==> src/hw/rtl/dmp_pkg.sv <==
// Shared types, character codes and helper functions of the debug memory packet parser.
`default_nettype none
package dmp_pkg;

  localparam int HEX_DIGITS_MAX = 8;
  localparam int DCNT_W = 4;

  localparam logic [7:0] CH_CMD_WR = 8'h4D;  // 'M'
  localparam logic [7:0] CH_CMD_RD = 8'h6D;  // 'm'
  localparam logic [7:0] CH_COMMA = 8'h2C;  // ','
  localparam logic [7:0] CH_COLON = 8'h3A;  // ':'
  localparam logic [7:0] CH_0 = 8'h30;
  localparam logic [7:0] CH_9 = 8'h39;
  localparam logic [7:0] CH_LA = 8'h61;
  localparam logic [7:0] CH_LF = 8'h66;
  localparam logic [7:0] CH_UA = 8'h41;
  localparam logic [7:0] CH_UF = 8'h46;

  localparam logic KIND_BYTE = 1'b0;
  localparam logic KIND_VERDICT = 1'b1;

  localparam logic [31:0] MAX_LEN_RESET = 32'd4096;
  localparam logic [31:0] WR_LEN_LIMIT = 32'h7FFF_FFFF;
  localparam logic [32:0] ADDR_SPAN = 33'h1_0000_0000;

  localparam int Q_DEPTH = 4;
  localparam int Q_AW = 2;
  localparam int Q_CW = 3;

  typedef struct packed {
    logic       eop;
    logic       is_cmd_rd;
    logic       is_cmd_wr;
    logic       is_comma;
    logic       is_colon;
    logic       is_hex;
    logic [3:0] nib;
  } token_t;

  function automatic token_t classify(input logic [7:0] c, input logic eop);
    token_t t;
    logic [7:0] d;
    t = '0;
    d = '0;
    t.eop = eop;
    t.is_cmd_rd = (c == CH_CMD_RD);
    t.is_cmd_wr = (c == CH_CMD_WR);
    t.is_comma = (c == CH_COMMA);
    t.is_colon = (c == CH_COLON);
    if (c >= CH_0 && c <= CH_9) begin
      t.is_hex = 1'b1;
      d = c - CH_0;
    end else if (c >= CH_LA && c <= CH_LF) begin
      t.is_hex = 1'b1;
      d = c - CH_LA + 8'd10;
    end else if (c >= CH_UA && c <= CH_UF) begin
      t.is_hex = 1'b1;
      d = c - CH_UA + 8'd10;
    end
    t.nib = d[3:0];
    return t;
  endfunction

  function automatic logic in_range(input logic [31:0] addr, input logic [31:0] len,
                                    input logic [31:0] max_len, input logic wr);
    logic [32:0] span;
    span = {1'b0, addr} + {1'b0, len};
    return !(len > max_len) && !(span > ADDR_SPAN) && !(wr && (len > WR_LEN_LIMIT));
  endfunction

endpackage
`default_nettype wire

==> src/hw/rtl/debug_memory_packet_parser.sv <==
// Top level of the debug memory packet parser: classifier, token queue and parser.
// One packet character is accepted per cycle while the token queue is not full. A
// four-entry token queue separates the classifier from the parser, whose results
// go to the output register. A write packet's final data character that also ends
// the packet yields a data byte and the verdict; the verdict is held behind the
// byte. Data bytes of a packet whose verdict rejects it must be dropped by the
// consumer. The maximum transfer length resets to 4096; the user must write it via
// cfg_wr_en/cfg_wr_data only while idle, which the block leaves unchecked.
`default_nettype none
module debug_memory_packet_parser (
  input  wire logic         clk,
  input  wire logic         rst_n,
  input  wire logic         cfg_wr_en,
  input  wire logic [31:0]  cfg_wr_data,
  input  wire logic         in_valid,
  output logic              in_stall,
  input  wire logic [7:0]   in_char_code,
  input  wire logic         in_end_of_packet,
  output logic              out_valid,
  input  wire logic         out_stall,
  output logic              out_result_kind,
  output logic              out_accepted,
  output logic              out_is_write,
  output logic [31:0]       out_address,
  output logic [31:0]       out_length,
  output logic [7:0]        out_data_byte,
  output logic              out_last_of_run
);

  logic q_full;
  logic q_push;
  dmp_pkg::token_t q_push_tok;
  logic q_pop;
  logic q_valid;
  dmp_pkg::token_t q_tok;

  dmp_front u_front (
    .in_valid        (in_valid),
    .in_stall        (in_stall),
    .in_char_code    (in_char_code),
    .in_end_of_packet(in_end_of_packet),
    .q_full          (q_full),
    .q_push          (q_push),
    .q_push_tok      (q_push_tok)
  );

  dmp_queue u_queue (
    .clk       (clk),
    .rst_n     (rst_n),
    .push      (q_push),
    .push_tok  (q_push_tok),
    .full      (q_full),
    .pop       (q_pop),
    .head_valid(q_valid),
    .head_tok  (q_tok)
  );

  dmp_back u_back (
    .clk            (clk),
    .rst_n          (rst_n),
    .cfg_wr_en      (cfg_wr_en),
    .cfg_wr_data    (cfg_wr_data),
    .q_valid        (q_valid),
    .q_tok          (q_tok),
    .q_pop          (q_pop),
    .out_valid      (out_valid),
    .out_stall      (out_stall),
    .out_result_kind(out_result_kind),
    .out_accepted   (out_accepted),
    .out_is_write   (out_is_write),
    .out_address    (out_address),
    .out_length     (out_length),
    .out_data_byte  (out_data_byte),
    .out_last_of_run(out_last_of_run)
  );

endmodule
`default_nettype wire

==> src/hw/rtl/dmp_front.sv <==
// Front end: takes packet characters and classifies them into tokens for the queue.
`default_nettype none
module dmp_front (
  input  wire logic           in_valid,
  output logic                in_stall,
  input  wire logic [7:0]     in_char_code,
  input  wire logic           in_end_of_packet,
  input  wire logic           q_full,
  output logic                q_push,
  output dmp_pkg::token_t     q_push_tok
);

  assign in_stall = q_full;
  assign q_push = in_valid && !q_full;
  assign q_push_tok = dmp_pkg::classify(in_char_code, in_end_of_packet);

endmodule
`default_nettype wire

==> src/hw/rtl/dmp_queue.sv <==
// Short token queue between the classifier and the parser.
`default_nettype none
module dmp_queue (
  input  wire logic             clk,
  input  wire logic             rst_n,
  input  wire logic             push,
  input  wire dmp_pkg::token_t  push_tok,
  output logic                  full,
  input  wire logic             pop,
  output logic                  head_valid,
  output dmp_pkg::token_t       head_tok
);

  dmp_pkg::token_t mem_r [dmp_pkg::Q_DEPTH];
  logic [dmp_pkg::Q_AW-1:0] wr_ptr_r, wr_ptr_nxt;
  logic [dmp_pkg::Q_AW-1:0] rd_ptr_r, rd_ptr_nxt;
  logic [dmp_pkg::Q_CW-1:0] count_r, count_nxt;

  assign full = (count_r == dmp_pkg::Q_CW'(dmp_pkg::Q_DEPTH));
  assign head_valid = (count_r != '0);
  assign head_tok = mem_r[rd_ptr_r];

  always_comb begin
    wr_ptr_nxt = wr_ptr_r;
    rd_ptr_nxt = rd_ptr_r;
    count_nxt = count_r;
    if (push) begin
      wr_ptr_nxt = wr_ptr_r + 1'b1;
    end
    if (pop) begin
      rd_ptr_nxt = rd_ptr_r + 1'b1;
    end
    if (push && !pop) begin
      count_nxt = count_r + 1'b1;
    end else if (pop && !push) begin
      count_nxt = count_r - 1'b1;
    end
  end

  always_ff @(posedge clk) begin
    if (!rst_n) begin
      wr_ptr_r <= '0;
      rd_ptr_r <= '0;
      count_r <= '0;
    end else begin
      wr_ptr_r <= wr_ptr_nxt;
      rd_ptr_r <= rd_ptr_nxt;
      count_r <= count_nxt;
    end
  end

  always_ff @(posedge clk) begin
    if (push) begin
      mem_r[wr_ptr_r] <= push_tok;
    end
  end

endmodule
`default_nettype wire

==> src/hw/rtl/dmp_back.sv <==
// Back end: packet state machine, range checks and the result output register.
`default_nettype none
module dmp_back (
  input  wire logic             clk,
  input  wire logic             rst_n,
  input  wire logic             cfg_wr_en,
  input  wire logic [31:0]      cfg_wr_data,
  input  wire logic             q_valid,
  input  wire dmp_pkg::token_t  q_tok,
  output logic                  q_pop,
  output logic                  out_valid,
  input  wire logic             out_stall,
  output logic                  out_result_kind,
  output logic                  out_accepted,
  output logic                  out_is_write,
  output logic [31:0]           out_address,
  output logic [31:0]           out_length,
  output logic [7:0]            out_data_byte,
  output logic                  out_last_of_run
);

  localparam logic [1:0] PH_CMD = 2'd0;
  localparam logic [1:0] PH_ADDR = 2'd1;
  localparam logic [1:0] PH_LEN = 2'd2;
  localparam logic [1:0] PH_DATA = 2'd3;

  logic [31:0] max_len_r;

  logic [1:0] phase_r, phase_nxt;
  logic wm_r, wm_nxt;
  logic err_r, err_nxt;
  logic [31:0] addr_r, addr_nxt;
  logic [dmp_pkg::DCNT_W-1:0] acnt_r, acnt_nxt;
  logic [31:0] len_r, len_nxt;
  logic [dmp_pkg::DCNT_W-1:0] lcnt_r, lcnt_nxt;
  logic [3:0] hi_r, hi_nxt;
  logic hpend_r, hpend_nxt;
  logic [31:0] bcnt_r, bcnt_nxt;

  logic emit_byte;
  logic ok;
  logic [7:0] byte_val;
  logic slot_free;

  logic out_valid_r;
  logic out_kind_r, out_acc_r, out_wr_r, out_last_r;
  logic [31:0] out_addr_r, out_len_r;
  logic [7:0] out_byte_r;

  logic pend_valid_r;
  logic pend_acc_r, pend_wr_r;
  logic [31:0] pend_addr_r, pend_len_r;

  localparam logic [dmp_pkg::DCNT_W-1:0] DIG_MAX = dmp_pkg::DCNT_W'(dmp_pkg::HEX_DIGITS_MAX);

  assign slot_free = !out_valid_r || !out_stall;
  assign q_pop = q_valid && slot_free && !pend_valid_r;
  assign byte_val = {hi_r, q_tok.nib};

  // Values before the end-of-packet clear.
  function automatic logic wm_nxt_pre();
    return (phase_r == PH_CMD) ? q_tok.is_cmd_wr : wm_r;
  endfunction

  function automatic logic [31:0] addr_nxt_pre();
    return (phase_r == PH_ADDR && !err_r && q_tok.is_hex && !q_tok.is_comma &&
            acnt_r < DIG_MAX) ? {addr_r[27:0], q_tok.nib} : addr_r;
  endfunction

  function automatic logic [31:0] len_nxt_pre();
    return (phase_r == PH_LEN && !err_r && q_tok.is_hex && !(wm_r && q_tok.is_colon) &&
            lcnt_r < DIG_MAX) ? {len_r[27:0], q_tok.nib} : len_r;
  endfunction

  always_comb begin
    phase_nxt = phase_r;
    wm_nxt = wm_r;
    err_nxt = err_r;
    addr_nxt = addr_r;
    acnt_nxt = acnt_r;
    len_nxt = len_r;
    lcnt_nxt = lcnt_r;
    hi_nxt = hi_r;
    hpend_nxt = hpend_r;
    bcnt_nxt = bcnt_r;
    emit_byte = 1'b0;
    ok = 1'b0;
    unique case (phase_r)
      PH_CMD: begin
        wm_nxt = q_tok.is_cmd_wr;
        if (!(q_tok.is_cmd_rd || q_tok.is_cmd_wr)) begin
          err_nxt = 1'b1;
        end
        phase_nxt = PH_ADDR;
      end
      PH_ADDR: begin
        if (!err_r) begin
          if (q_tok.is_comma) begin
            if (acnt_r == '0) err_nxt = 1'b1;
            else phase_nxt = PH_LEN;
          end else if (!q_tok.is_hex || acnt_r >= DIG_MAX) begin
            err_nxt = 1'b1;
          end else begin
            addr_nxt = {addr_r[27:0], q_tok.nib};
            acnt_nxt = acnt_r + 1'b1;
          end
        end
      end
      PH_LEN: begin
        if (!err_r) begin
          if (wm_r && q_tok.is_colon) begin
            if (lcnt_r == '0 || !dmp_pkg::in_range(addr_r, len_r, max_len_r, wm_r)) begin
              err_nxt = 1'b1;
            end else begin
              phase_nxt = PH_DATA;
            end
          end else if (!q_tok.is_hex || lcnt_r >= DIG_MAX) begin
            err_nxt = 1'b1;
          end else begin
            len_nxt = {len_r[27:0], q_tok.nib};
            lcnt_nxt = lcnt_r + 1'b1;
          end
        end
      end
      PH_DATA: begin
        if (!err_r) begin
          if (!q_tok.is_hex || bcnt_r >= len_r) begin
            err_nxt = 1'b1;
          end else if (!hpend_r) begin
            hi_nxt = q_tok.nib;
            hpend_nxt = 1'b1;
          end else begin
            emit_byte = 1'b1;
            hpend_nxt = 1'b0;
            bcnt_nxt = bcnt_r + 1'b1;
          end
        end
      end
    endcase

    if (!err_nxt) begin
      if (phase_nxt == PH_LEN && !wm_nxt) begin
        ok = (lcnt_nxt != '0) && dmp_pkg::in_range(addr_nxt, len_nxt, max_len_r, wm_nxt);
      end else if (phase_nxt == PH_DATA) begin
        ok = !hpend_nxt && (bcnt_nxt == len_nxt);
      end
    end

    if (q_tok.eop) begin
      phase_nxt = PH_CMD;
      err_nxt = 1'b0;
      addr_nxt = '0;
      acnt_nxt = '0;
      len_nxt = '0;
      lcnt_nxt = '0;
      hi_nxt = '0;
      hpend_nxt = 1'b0;
      bcnt_nxt = '0;
      wm_nxt = 1'b0;
    end
  end

  always_ff @(posedge clk) begin
    if (!rst_n) begin
      max_len_r <= dmp_pkg::MAX_LEN_RESET;
    end else if (cfg_wr_en) begin
      max_len_r <= cfg_wr_data;
    end
  end

  always_ff @(posedge clk) begin
    if (!rst_n) begin
      phase_r <= PH_CMD;
      wm_r <= 1'b0;
      err_r <= 1'b0;
      addr_r <= '0;
      acnt_r <= '0;
      len_r <= '0;
      lcnt_r <= '0;
      hi_r <= '0;
      hpend_r <= 1'b0;
      bcnt_r <= '0;
    end else if (q_pop) begin
      phase_r <= phase_nxt;
      wm_r <= wm_nxt;
      err_r <= err_nxt;
      addr_r <= addr_nxt;
      acnt_r <= acnt_nxt;
      len_r <= len_nxt;
      lcnt_r <= lcnt_nxt;
      hi_r <= hi_nxt;
      hpend_r <= hpend_nxt;
      bcnt_r <= bcnt_nxt;
    end
  end

  // Output register plus one held verdict when a character yields a byte and a verdict.
  always_ff @(posedge clk) begin
    if (!rst_n) begin
      out_valid_r <= 1'b0;
      pend_valid_r <= 1'b0;
    end else if (slot_free) begin
      if (pend_valid_r) begin
        out_valid_r <= 1'b1;
        pend_valid_r <= 1'b0;
      end else if (q_pop) begin
        out_valid_r <= emit_byte || q_tok.eop;
        pend_valid_r <= emit_byte && q_tok.eop;
      end else begin
        out_valid_r <= 1'b0;
      end
    end
  end

  always_ff @(posedge clk) begin
    if (slot_free) begin
      if (pend_valid_r) begin
        out_kind_r <= dmp_pkg::KIND_VERDICT;
        out_acc_r <= pend_acc_r;
        out_wr_r <= pend_wr_r;
        out_addr_r <= pend_addr_r;
        out_len_r <= pend_len_r;
        out_byte_r <= '0;
        out_last_r <= 1'b1;
      end else if (q_pop && emit_byte) begin
        out_kind_r <= dmp_pkg::KIND_BYTE;
        out_acc_r <= 1'b0;
        out_wr_r <= 1'b1;
        out_addr_r <= '0;
        out_len_r <= '0;
        out_byte_r <= byte_val;
        out_last_r <= !q_tok.eop;
      end else if (q_pop && q_tok.eop) begin
        out_kind_r <= dmp_pkg::KIND_VERDICT;
        out_acc_r <= ok;
        out_wr_r <= wm_nxt_pre();
        out_addr_r <= ok ? addr_nxt_pre() : '0;
        out_len_r <= ok ? len_nxt_pre() : '0;
        out_byte_r <= '0;
        out_last_r <= 1'b1;
      end
    end
  end

  always_ff @(posedge clk) begin
    if (q_pop && emit_byte && q_tok.eop) begin
      pend_acc_r <= ok;
      pend_wr_r <= wm_nxt_pre();
      pend_addr_r <= ok ? addr_nxt_pre() : '0;
      pend_len_r <= ok ? len_nxt_pre() : '0;
    end
  end

  assign out_valid = out_valid_r;
  assign out_result_kind = out_kind_r;
  assign out_accepted = out_acc_r;
  assign out_is_write = out_wr_r;
  assign out_address = out_addr_r;
  assign out_length = out_len_r;
  assign out_data_byte = out_byte_r;
  assign out_last_of_run = out_last_r;

  a_pend_behind_byte: assert property (@(posedge clk) disable iff (!rst_n)
    pend_valid_r |-> (out_valid_r && out_kind_r == dmp_pkg::KIND_BYTE && !out_last_r))
    else $error("held verdict without a byte in the output register");

  a_verdict_last: assert property (@(posedge clk) disable iff (!rst_n)
    (out_valid_r && out_kind_r == dmp_pkg::KIND_VERDICT) |-> out_last_r)
    else $error("verdict not marked last");

  a_cmd_clean: assert property (@(posedge clk) disable iff (!rst_n)
    (phase_r == PH_CMD) |-> (bcnt_r == '0 && !hpend_r && !err_r && acnt_r == '0))
    else $error("packet state not cleared at command phase");

  a_no_pop_when_held: assert property (@(posedge clk) disable iff (!rst_n)
    (out_valid_r && out_stall) |=> $stable(phase_r))
    else $error("parser advanced while output stalled");

endmodule
`default_nettype wire
==> config.mk <==
export PLATFORM = sky130hd
export DESIGN_NAME = debug_memory_packet_parser
export DESIGN_NICKNAME = d
export VERILOG_FILES = /design/src/hw/rtl/dmp_pkg.sv /design/src/hw/rtl/debug_memory_packet_parser.sv /design/src/hw/rtl/dmp_front.sv /design/src/hw/rtl/dmp_queue.sv /design/src/hw/rtl/dmp_back.sv
export SDC_FILE = /design/constraint.sdc
export NUM_CORES = 1
export LEC_CHECK = 0
export BUFFER_PORTS_ARGS = -buffer_cell sky130_fd_sc_hd__buf_2
export CAP_MARGIN = 15
export CORE_UTILIZATION = 50
export CTS_CLUSTER_SIZE = 20
export DETAILED_ROUTE_END_ITERATION = 8
export PLACE_DENSITY = 0.74
export SYNTH_ARGS = -nofsm -noshare
export SYNTH_HDL_FRONTEND = slang
export SYNTH_HIERARCHICAL = 1
export SYNTH_SLANG_ARGS = --single-unit
==> constraint.sdc <==
create_clock -name clk -period 16.93 [get_ports clk]
set_input_delay 5.079 -clock clk [delete_from_list [all_inputs] [get_ports clk]]
set_output_delay 5.079 -clock clk [all_outputs]
set_load 0.02 [all_outputs]
# Word level (Yosys, flattened, before mapping)
# Memories as Yosys holds them, arrays and structs flattened. A register that Yosys moved wholly into a read port is not among the register bits.
# Cells that the tools add are included.
classes:
  n_addsub: 14
  magnitude_cmp: 17
  eq_ne: 16
  mux: 102
  n_reduce_logical: 69
ops:
  columns: ["op", "n"]
  rows:
  - ["$mux 32", 25]
  - ["$mux 4", 18]
  - ["$add 32x32->33", 2]
  - ["$gt 33x33->1 const B", 2]
  - ["$gt 32x31->1 const B", 2]
  - ["$gt 32x32->1", 2]
  - ["$mux 1", 44]
  - ["$add 32x1->32 const B", 1]
  - ["$eq 32x32->1", 1]
  - ["$ge 32x32->1", 1]
  - ["$logic_and 1x1->1", 30]
  - ["$logic_not 1->1", 20]
  - ["$mux 2", 9]
  - ["$eq 8x6->1 const B", 2]
  - ["$eq 8x7->1 const B", 2]
  - ["$ge 8x7->1 const B", 2]
  - ["$le 8x7->1 const B", 2]
  - ["$mux 8", 2]
  - ["$sub 4x1->4 const B", 3]
  - ["$ne 2x1->1 const B", 5]
  - ["$reduce_and 5->1", 2]
  - ["$add 4x1->4 const B", 2]
  - ["$add 4x4->4 const B", 2]
  - ["$eq 2x2->1 const B", 4]
  - ["19 further kinds", 33]
totals:
  ff_bits: 296
  ram_bits: 40
  inputBits: 46
  wordCells: 246
  memories: 1
memory_table:
  columns: ["name", "depth", "width", "read_ports", "rd_clocked_by_memory_dff", "wr", "line", "source"]
  rows:
  - ["u_queue.mem_r", 4, 10, 1, 1, 1, "dmp_queue.sv:14", "dmp_pkg::token_t mem_r [dmp_pkg::Q_DEPTH];"]

# Longest topological paths before layout
# Gate-level depths: netlist of run 1.
logic_depth:
  word_depth: 19
  ltp_mapped: 25

# Cells and area by module
# The synthesis of run 1 kept the hierarchy.
modules_own_cells:
  columns: ["mod", "instances", "cells_per_inst", "area_each_um2"]
  rows:
  - ["dmp_back", 1, 2464, 21267.9]
  - ["dmp_queue", 1, 95, 1889.3]
  - ["dmp_front", 1, 38, 277.8]

# Worst setup path before layout of run 1
# Ideal clock, no wire load.
synth_path:
  path_type: "input port to flip-flop"
  start: "input port out_stall"
  end: "register u_back.out_acc_r (netlist: u_back/out_accepted) (enable)"
  arrival_ns: 9.673
  slack_ns: 6.722
  path_stages: 8
  path_buffers: 2
  path_cell_list: "nand2_1 -> nand3b_1 -> inv_1 -> clkbuf_1 -> and3_1 -> clkbuf_1 -> a211oi_1 -> a21oi_1"
synth_via:
  elab_chain_cells: 7
synth_lines:
  columns: ["element", "line", "source"]
  rows:
  - ["from (decl)", "debug_memory_packet_parser.sv:20", "input wire logic out_stall,"]
  - ["$logic_not 1->1 *", "dmp_back.sv:56", "assign slot_free = !out_valid_r || !out_stall;"]
  - ["$logic_or 1x1->1 *", "dmp_back.sv:56", null]
  - ["$logic_and 1x1->1 (2 in series)", "dmp_back.sv:57", "assign q_pop = q_valid && slot_free && !pend_valid_r;"]
  - ["$logic_and 1x1->1, on equally long branches", "dmp_back.sv:233, dmp_back.sv:225", null]
  - ["$reduce_bool 3->1 (no source line)", null, null]
  - ["$reduce_and 2->1 (no source line) *", null, null]
  - ["to (signal assigned)", "dmp_back.sv:219", "out_acc_r <= pend_acc_r;"]
  - ["to (signal assigned)", "dmp_back.sv:235", "out_acc_r <= ok;"]
  - ["to (decl)", "dmp_back.sv:46", "logic out_kind_r, out_acc_r, out_wr_r, out_last_r;"]
# Mark *: on every way between the ends. The rest lies on a longest branch, timed or not.
# A chain may end at the register's enable or synchronous reset.

# Worst setup path after layout of run 1
layout_path:
  start: "input port out_stall"
  end: "register u_back.out_addr_r[28] (netlist: u_back/out_address[28]) (enable)"
layout_via:
  elab_chain_cells: 7
layout_lines:
  columns: ["element", "line", "source"]
  rows:
  - ["$logic_not 1->1 *", "dmp_back.sv:56", null]
  - ["$logic_or 1x1->1 *", "dmp_back.sv:56", null]
  - ["$logic_and 1x1->1 * (2 in series)", "dmp_back.sv:57", null]
  - ["net q_pop", "debug_memory_packet_parser.sv:33", "logic q_pop;"]
  - ["$logic_and 1x1->1, on equally long branches", "dmp_back.sv:233, dmp_back.sv:225", null]
  - ["$reduce_bool 3->1 (no source line) *", null, null]
  - ["$reduce_and 2->1 (no source line) *", null, null]
  - ["to (signal assigned)", "dmp_back.sv:221", "out_addr_r <= pend_addr_r;"]
  - ["to (signal assigned)", "dmp_back.sv:237", "out_addr_r <= ok ? addr_nxt_pre() : '0;"]
  - ["to (decl)", "dmp_back.sv:47", "logic [31:0] out_addr_r, out_len_r;"]
# Mark *: on every way through the listed nets, which the timed path passes. The rest lies on a longest branch.

==> results.toml, run 1 <==
[synth]
syn_avg_cell_area_um2 = 9.02
synth_ff_type = "edfxtp_1"
yosys_register_bits = 338
ys_types = 92
synth-seq-area-share_pct = 36.6
synth_edf_count = 182
synth_warnings = 6
syn_nets = 2821
synthCells = 2597
post_synthesis_instance_area_um2 = 23400
async_reset_ff_share_pct = 0

[floorplan]
area_inside_the_core_boundary_um2 = 45800
io_count = 124
initial_core_util_pct = 51.2
die-width_um = 218
die_y_um = 218
std_cell_rows = 78
die_footprint_um2 = 47700

[run_status]
run_status = "finished clean"

[clock_network]
cts_tree = "built"
cts-hold-fix-buffers = 0
clock_path_buffers = 3
cts.sink_count = 338
clock_insertion_delay_worst_skew_ps = 610
clockRootBuffer = "clkbuf_16"
post_cts_resize_count = 0
tritoncts.num_buffers = 41
cts.repair_timing.setup_buffer_count = 0
cts_max_level = 2
clock_input_transition_at_the_sequential_cells_of_the_worst_setup_and_hold_paths_ps = 60

[worst_setup_path]
path_max_fanout = 67
critical_path.startpoint_type = "input port"
cp_data_arrival_time_ps = 8520
critical_path_end_type = "flip-flop"
cp_data_required_time_ps = 17140
setup.worst_path.class = "in2reg"

[timing]
maxSlewHeadroom_pct = 11.2
finalMaxSlewViolations = 0
worst_clock_skew_ps = 35.1
final-hold-violation-count = 0
setup_viol = 0
layout_worst_path_cycle_share_pct = 49.1
max_clock_freq_ghz = 0.120
final.hold.worst_slack_ps = 513
setup_tns_ps = 0
grt_setup_unrepaired = "no"
tightestPinTransition_ps = 1320
final_period_minus_worst_setup_slack_ps = 8310

[cells_and_area]
final_net_count = 2853
layout_commonest_cell = "nand2_1"
syn2layout_area_growth_pct = 10.2
num-fill-cells = 4058
multi_input_area_um2 = 13700
drive_above_1_share_pct = 13.3
register_area_um2 = 8590
most-common-layout-cells = "nand2_1 (350), edfxtp_1 (182), ha_1 (175)"

[route]
route.antenna.remaining_nets = 0
wl_per_cell_um = 24.1
drt-total-wl_mm = 78.8
dr_total_vias = 21240
firstDrtPassIters = 8
route.detailed.vias_per_inst = 6.51
detailedRoute.firstIterationViolations = 2263
remaining_drc_errors = 0

[job]
max_cap_viols = 0

[global_route]
number_of_antenna_violations_at_the_first_check_in_global_routing = 3
maximum_number_of_pins_on_one_net_before_global_route_repair = 131
globalRouteTotalUtil_pct = 32.6
grt_pass1_vias = 19663
overflow = 0
grt_pass1_wl_mm = 118

[placed_design]
gpl.final_weighted_congestion = 1.00
port_buffers = 123
total_half_perimeter_wirelength_after_legalization_and_detailed_placement_mm = 57.4

[power_and_ir_drop]
leakage_nw = 9.76
p_per_cell_area_nw_per_um2 = 97.3
worst_ir_drop_vdd_v = 0.0000967

[worst_hold_path]
min-delay-path-class = "reg2reg"
per-layer routing:
layer  track usage, %  part of all wire, %
met1             42.9                   41
met2             50.2                   44
met3             6.64                  9.7
met4             17.2                  5.4
met5                0                0.017
final cells by class:
class                   instances  share of cell area, %
well taps                     600                   2.91
diodes                          3                 0.0291
clock inverters                20                  0.882
inverters                     122                   1.77
clock buffers                  55                   4.61
multi-input cells            1969                   53.2
flip-flops and latches        338                   33.3
repair buffers                157                   3.38
registers in the layout, summed over array words and instances, names as in the netlist, 2 cells and up, named ones only:
signal,flops
u_back/out_address,32
u_back/out_data_byte,8
u_back/len_r,32
u_back/phase_r,2
u_back/acnt_r,4
u_queue/mem_r,40
u_back/lcnt_r,4
u_back/pend_addr_r,32
u_back/hi_r,4
u_queue/count_r,3
u_back/max_len_r,32
u_back/out_length,32
u_back/addr_r,32
u_back/bcnt_r,32
u_queue/rd_ptr_r,2
u_back/pend_len_r,32
u_queue/wr_ptr_r,2
cells by family after synthesis:
| group | synth area share [%] |
|---|---|
| flip-flops | 36.6 |
| XOR/XNOR | 2.58 |
| buffers and inverters | 5.03 |
| AO/OA/AOI/OAI | 18.9 |
| AND/OR/NAND/NOR | 23.8 |
| adder cells (fa/ha/maj) | 9.60 |
| multiplexers | 3.52 |
worst max-delay path, stage by stage:
cell and delay [ps]:
buf_2 140, nand2_1 90, nand3b_1 160, inv_1 770, and3_1 740, a211oi_1 190, a21oi_4 450, buf_4 780
stage by stage:
| step | setup WS (ps) | area (um2) | utilization (%) | power (mW) | std cells |
|---|---|---|---|---|---|
| finish | 8620 | 25800 | 56.4 | 2.51 | 3264 |
| detailed placement | 8110 | 24400 | 53.3 | 1.60 | 3186 |
| global route | 8420 | 25800 | 56.4 | 2.60 | 3261 |
| global placement | 8180 | 24400 | 53.3 | 1.59 | 3186 |
| floorplan | 6720 | 23400 | - | 1.40 | 2597 |
| CTS | 8720 | 25800 | 56.4 | 2.52 | 3261 |
worst paths after layout:
check / from / endpoint / slack (ps) / cells after the start
worst max-delay path: out_stall / u_back/out_address[28] / 8620 / 8
worst min-delay path: u_back/max_len_r[27] / u_back/max_len_r[27] / 510 / 2
worst max register to register: flip-flop / u_back/out_address[0] / 9150 / 18
worst min register to register: u_back/max_len_r[27] / u_back/max_len_r[27] / 510 / 2
cell usage after synthesis, types with 18 or more instances:
| cell | number | share of area [%] |
|---|---|---|
| a211oi_1 | 19 | 0.61 |
| a21boi_0 | 29 | 0.93 |
| a21o_1 | 26 | 0.83 |
| a21oi_1 | 130 | 2.8 |
| a22oi_1 | 79 | 2.5 |
| a31oi_1 | 25 | 0.67 |
| and2_1 | 47 | 1.3 |
| and3_1 | 26 | 0.69 |
| clkbuf_1 | 136 | 2.2 |
| dfxtp_1 | 156 | 13 |
| edfxtp_1 | 182 | 23 |
| ha_1 | 175 | 9.3 |
| inv_1 | 122 | 2.0 |
| mux2i_1 | 52 | 2.2 |
| nand2_1 | 351 | 5.6 |
| nand2b_1 | 18 | 0.48 |
| nand3_1 | 51 | 1.1 |
| nand4_1 | 60 | 1.6 |
| nor2_1 | 88 | 1.4 |
| nor2b_1 | 140 | 3.7 |
| nor3_1 | 52 | 1.1 |
| nor3b_2 | 49 | 2.6 |
| nor4_1 | 28 | 0.75 |
| o21ai_0 | 132 | 2.8 |
| o21ai_1 | 20 | 0.43 |
| o31ai_1 | 23 | 0.74 |
| o31ai_2 | 30 | 1.6 |
| or3_1 | 20 | 0.53 |
| xnor2_1 | 47 | 1.8 |
| xor2_1 | 22 | 0.82 |
report_power, final:
group / leakage [nW] / internal (mW) / switching, mW / total (mW)
Clock: 0.676 / 0.535 / 0.383 / 0.918
Sequential: 2.98 / 0.968 / 0.0504 / 1.02
Combinational: 6.11 / 0.148 / 0.430 / 0.578
Total: 9.76 / 1.65 / 0.863 / 2.51
No activity file was read; power rests on OpenSTA's default activity.
==> run 2: changes to the inputs <==
--- a/config.mk
+++ b/config.mk
@@ -5,12 +5,13 @@
 export SDC_FILE = /design/constraint.sdc
 export NUM_CORES = 1
 export LEC_CHECK = 0
+export ABC_AREA = 1
 export BUFFER_PORTS_ARGS = -buffer_cell sky130_fd_sc_hd__buf_2
 export CAP_MARGIN = 15
 export CORE_UTILIZATION = 50
 export CTS_CLUSTER_SIZE = 20
 export DETAILED_ROUTE_END_ITERATION = 8
-export PLACE_DENSITY = 0.74
+export PLACE_DENSITY = 0.77
 export SYNTH_ARGS = -nofsm -noshare
 export SYNTH_HDL_FRONTEND = slang
 export SYNTH_HIERARCHICAL = 1
==> constraint.sdc (replaced) <==
create_clock -name clk -period 7.25 [get_ports clk]
set_input_delay 2.175 -clock clk [delete_from_list [all_inputs] [get_ports clk]]
set_output_delay 2.175 -clock clk [all_outputs]
set_load 0.02 [all_outputs]
==> run 2 against run 1 <==
Against the previous run: the flow now finishes with violations (DRC); setup slack got worse by 7400 ps; final area down 1.5%; critical path type is now reg2reg; power is 140% higher; clock skew is 4.5 ps lower; critical path depth rose by 20; worst hold slack lost 49 ps; global-route usage decreased by 1.2 points; sequential share of layout area rose by 0.52 points; highest routed layer unchanged; synthesized cell count rose by 22%; sequential power is 140% higher.
==> results.toml, run 2 <==
[clock_network]
clock_input_transition_at_the_sequential_cells_of_the_worst_setup_and_hold_paths_ps = 60
cts_max_level = 2
tritoncts.num_buffers = 38
post_cts_resize_count = 0
cts.repair_timing.setup_buffer_count = 0
cts.sink_count = 338
clockRootBuffer = "clkbuf_16"
clock_path_buffers = 3
clock_insertion_delay_worst_skew_ps = 570
cts-hold-fix-buffers = 0
cts_tree = "built"

[floorplan]
std_cell_rows = 77
initial_core_util_pct = 50.9
die-width_um = 215
io_count = 124
die_y_um = 215
die_footprint_um2 = 46200
area_inside_the_core_boundary_um2 = 44500

[synth]
synth_common_cells = "nand2_1 (972), inv_1 (415), nor2_1 (257)"
post_synthesis_instance_area_um2 = 22700
synth_edf_count = 182
yosys_register_bits = 338
synth-seq-area-share_pct = 37.9
async_reset_ff_share_pct = 0
synth.largest_area_cell = "edfxtp_1"
syn_nets = 3390
syn_avg_cell_area_um2 = 7.16
synthTopCellsByArea = "edfxtp_1 (24%), nand2_1 (16%), dfxtp_1 (14%)"
synth_warnings = 6
synthCells = 3166
synth_ff_type = "edfxtp_1"
synth_top_cell_area_share_pct = 24.1
synth.most_common_cell = "nand2_1"
ys_types = 49

[cells_and_area]
syn2layout_area_growth_pct = 12.2
num-fill-cells = 4218
antenna_cells_inserted = 0
register_area_um2 = 8590
largest_register_ffs = 40
top_register = "u_queue/mem_r"
drive_above_1_share_pct = 10.1
final_cell_utilization_of_the_core_pct = 57.1
multi_input_area_um2 = 12000
final_net_count = 3524
layout_commonest_cell = "nand2_1"
most-common-layout-cells = "nand2_1 (969), inv_1 (414), a21oi_1 (255)"

[global_route]
overflow = 0
grt_pass1_vias = 19784
globalRouteTotalUtil_pct = 31.3
number_of_antenna_violations_at_the_first_check_in_global_routing = 2
maximum_number_of_pins_on_one_net_before_global_route_repair = 78
grt_pass1_wl_mm = 113

[placed_design]
total_half_perimeter_wirelength_after_legalization_and_detailed_placement_mm = 55.9
port_buffers = 123
gpl.final_weighted_congestion = 1.04

[timing]
max_clock_freq_ghz = 0.165
layout_worst_path_cycle_share_pct = 83.8
setup_viol = 0
final-hold-violation-count = 0
tightestPinTransition_ps = 1090
grt_setup_unrepaired = "no"
finalMaxSlewViolations = 0
maxSlewHeadroom_pct = 27.2
worst_clock_skew_ps = 30.6
final_period_minus_worst_setup_slack_ps = 6070
setup_tns_ps = 0

[route]
firstDrtPassIters = 9
detailedRoute.firstIterationViolations = 2393
dr_total_vias = 21980
route.antenna.remaining_nets = 0
route.detailed.vias_per_inst = 5.60
remaining_drc_errors = 1
drt-total-wl_mm = 73.1
wl_per_cell_um = 18.6

[worst_setup_path]
critical_path.most_common_cell = "nand2_1"
setup.worst_path.class = "reg2reg"
path_max_fanout = 48
slowest_delay_ps = 870
critical_path.startpoint_type = "flip-flop"
path_buf_inv = 3
critical_path_end_type = "flip-flop"
cp_data_required_time_ps = 7650
cp_data_arrival_time_ps = 6470
cpLargestDelayFamily = "simple AND/OR/NAND/NOR gates"
crit_slowest_cell = "o21ai_0"

[power_and_ir_drop]
worst_ir_drop_vdd_v = 0.000290
p_per_cell_area_nw_per_um2 = 233
leakage_nw = 11.1

[worst_hold_path]
min-delay-start = "u_back/hi_r[3]"
min-delay-path-class = "reg2reg"

[run_status]
run_status = "finished, violations left"
violations_in_the_final_reports = "DRC"

[job]
max_cap_viols = 0
[run 2: changes by cell type in the layout (fill, tap and decap cells not counted), sizes merged, moves of 41 or more]
cell / previous run / this run
and2: 47 / 0
a21oi: 131 / 256
nor3b: 65 / 1
nand3: 51 / 140
nor2: 89 / 298
nor2b: 140 / 1
nand2: 352 / 978
o31ai: 53 / 0
xnor2: 47 / 6
mux2i: 53 / 1
a22oi: 79 / 0
inv: 130 / 429
[run 2: final cells by class]
type                       instances  share of cell area, %
multi-input combinational       2297                   47.2
sequential                       338                   33.8
inverter                         428                   6.32
timing repair buffer             197                   4.89
clock buffer                      51                   4.30
tap                              592                   2.91
clock inverter                    19                  0.595
[run 2: stage by stage]
stage               std cells  area [um2]  hold slack (ps)  total power, mW  setup slack, ps
global route             3922       25400              489             6.15              769
finish                   3922       25400              464             5.93             1180
CTS                      3922       25400              468             5.94             1360
detailed placement       3852       24200              460             4.01             1350
floorplan                3166       22700              412             3.48             45.5
global placement         3851       24200              452             4.00             1510
[run 2: power by group]
part | internal, mW | leakage [nW] | switching, mW | total [mW]
Sequential | 2.35 | 2.91 | 0.108 | 2.45
Combinational | 0.350 | 7.61 | 1.19 | 1.54
Clock | 1.11 | 0.617 | 0.830 | 1.94
[run 2: layer usage]
| layer | track usage, % | routed length, um |
|---|---|---|
| met5 | 0 | 27 |
| met3 | 6.45 | 8350 |
| met1 | 44.0 | 30900 |
| met4 | 12.6 | 3130 |
| met2 | 46.9 | 30700 |
[run 2: cell families after synthesis]
group           count (synthesis)  synth area share (%)
fa+ha+maj                     178                  9.92
buf+inv                       531                  9.44
compound gates                492                  11.5
simple gates                 1586                  29.5
mux                             1                0.0441
flops                         338                  37.9
xor+xnor                       40                  1.67
[run 2: worst min-delay path, delay by kind of cell, from the launching register on]
kind            cells  cell delay (ps)
flops               1              310
simple gates        1               60
compound gates      1               50
[run 2: worst paths after layout]
path,slack (ps),end,depth (start not counted)
max,1180,u_back/out_accepted,28
min,460,u_back/hi_r[3],2
min reg2reg,460,u_back/hi_r[3],2
max reg2reg,1180,u_back/out_accepted,28
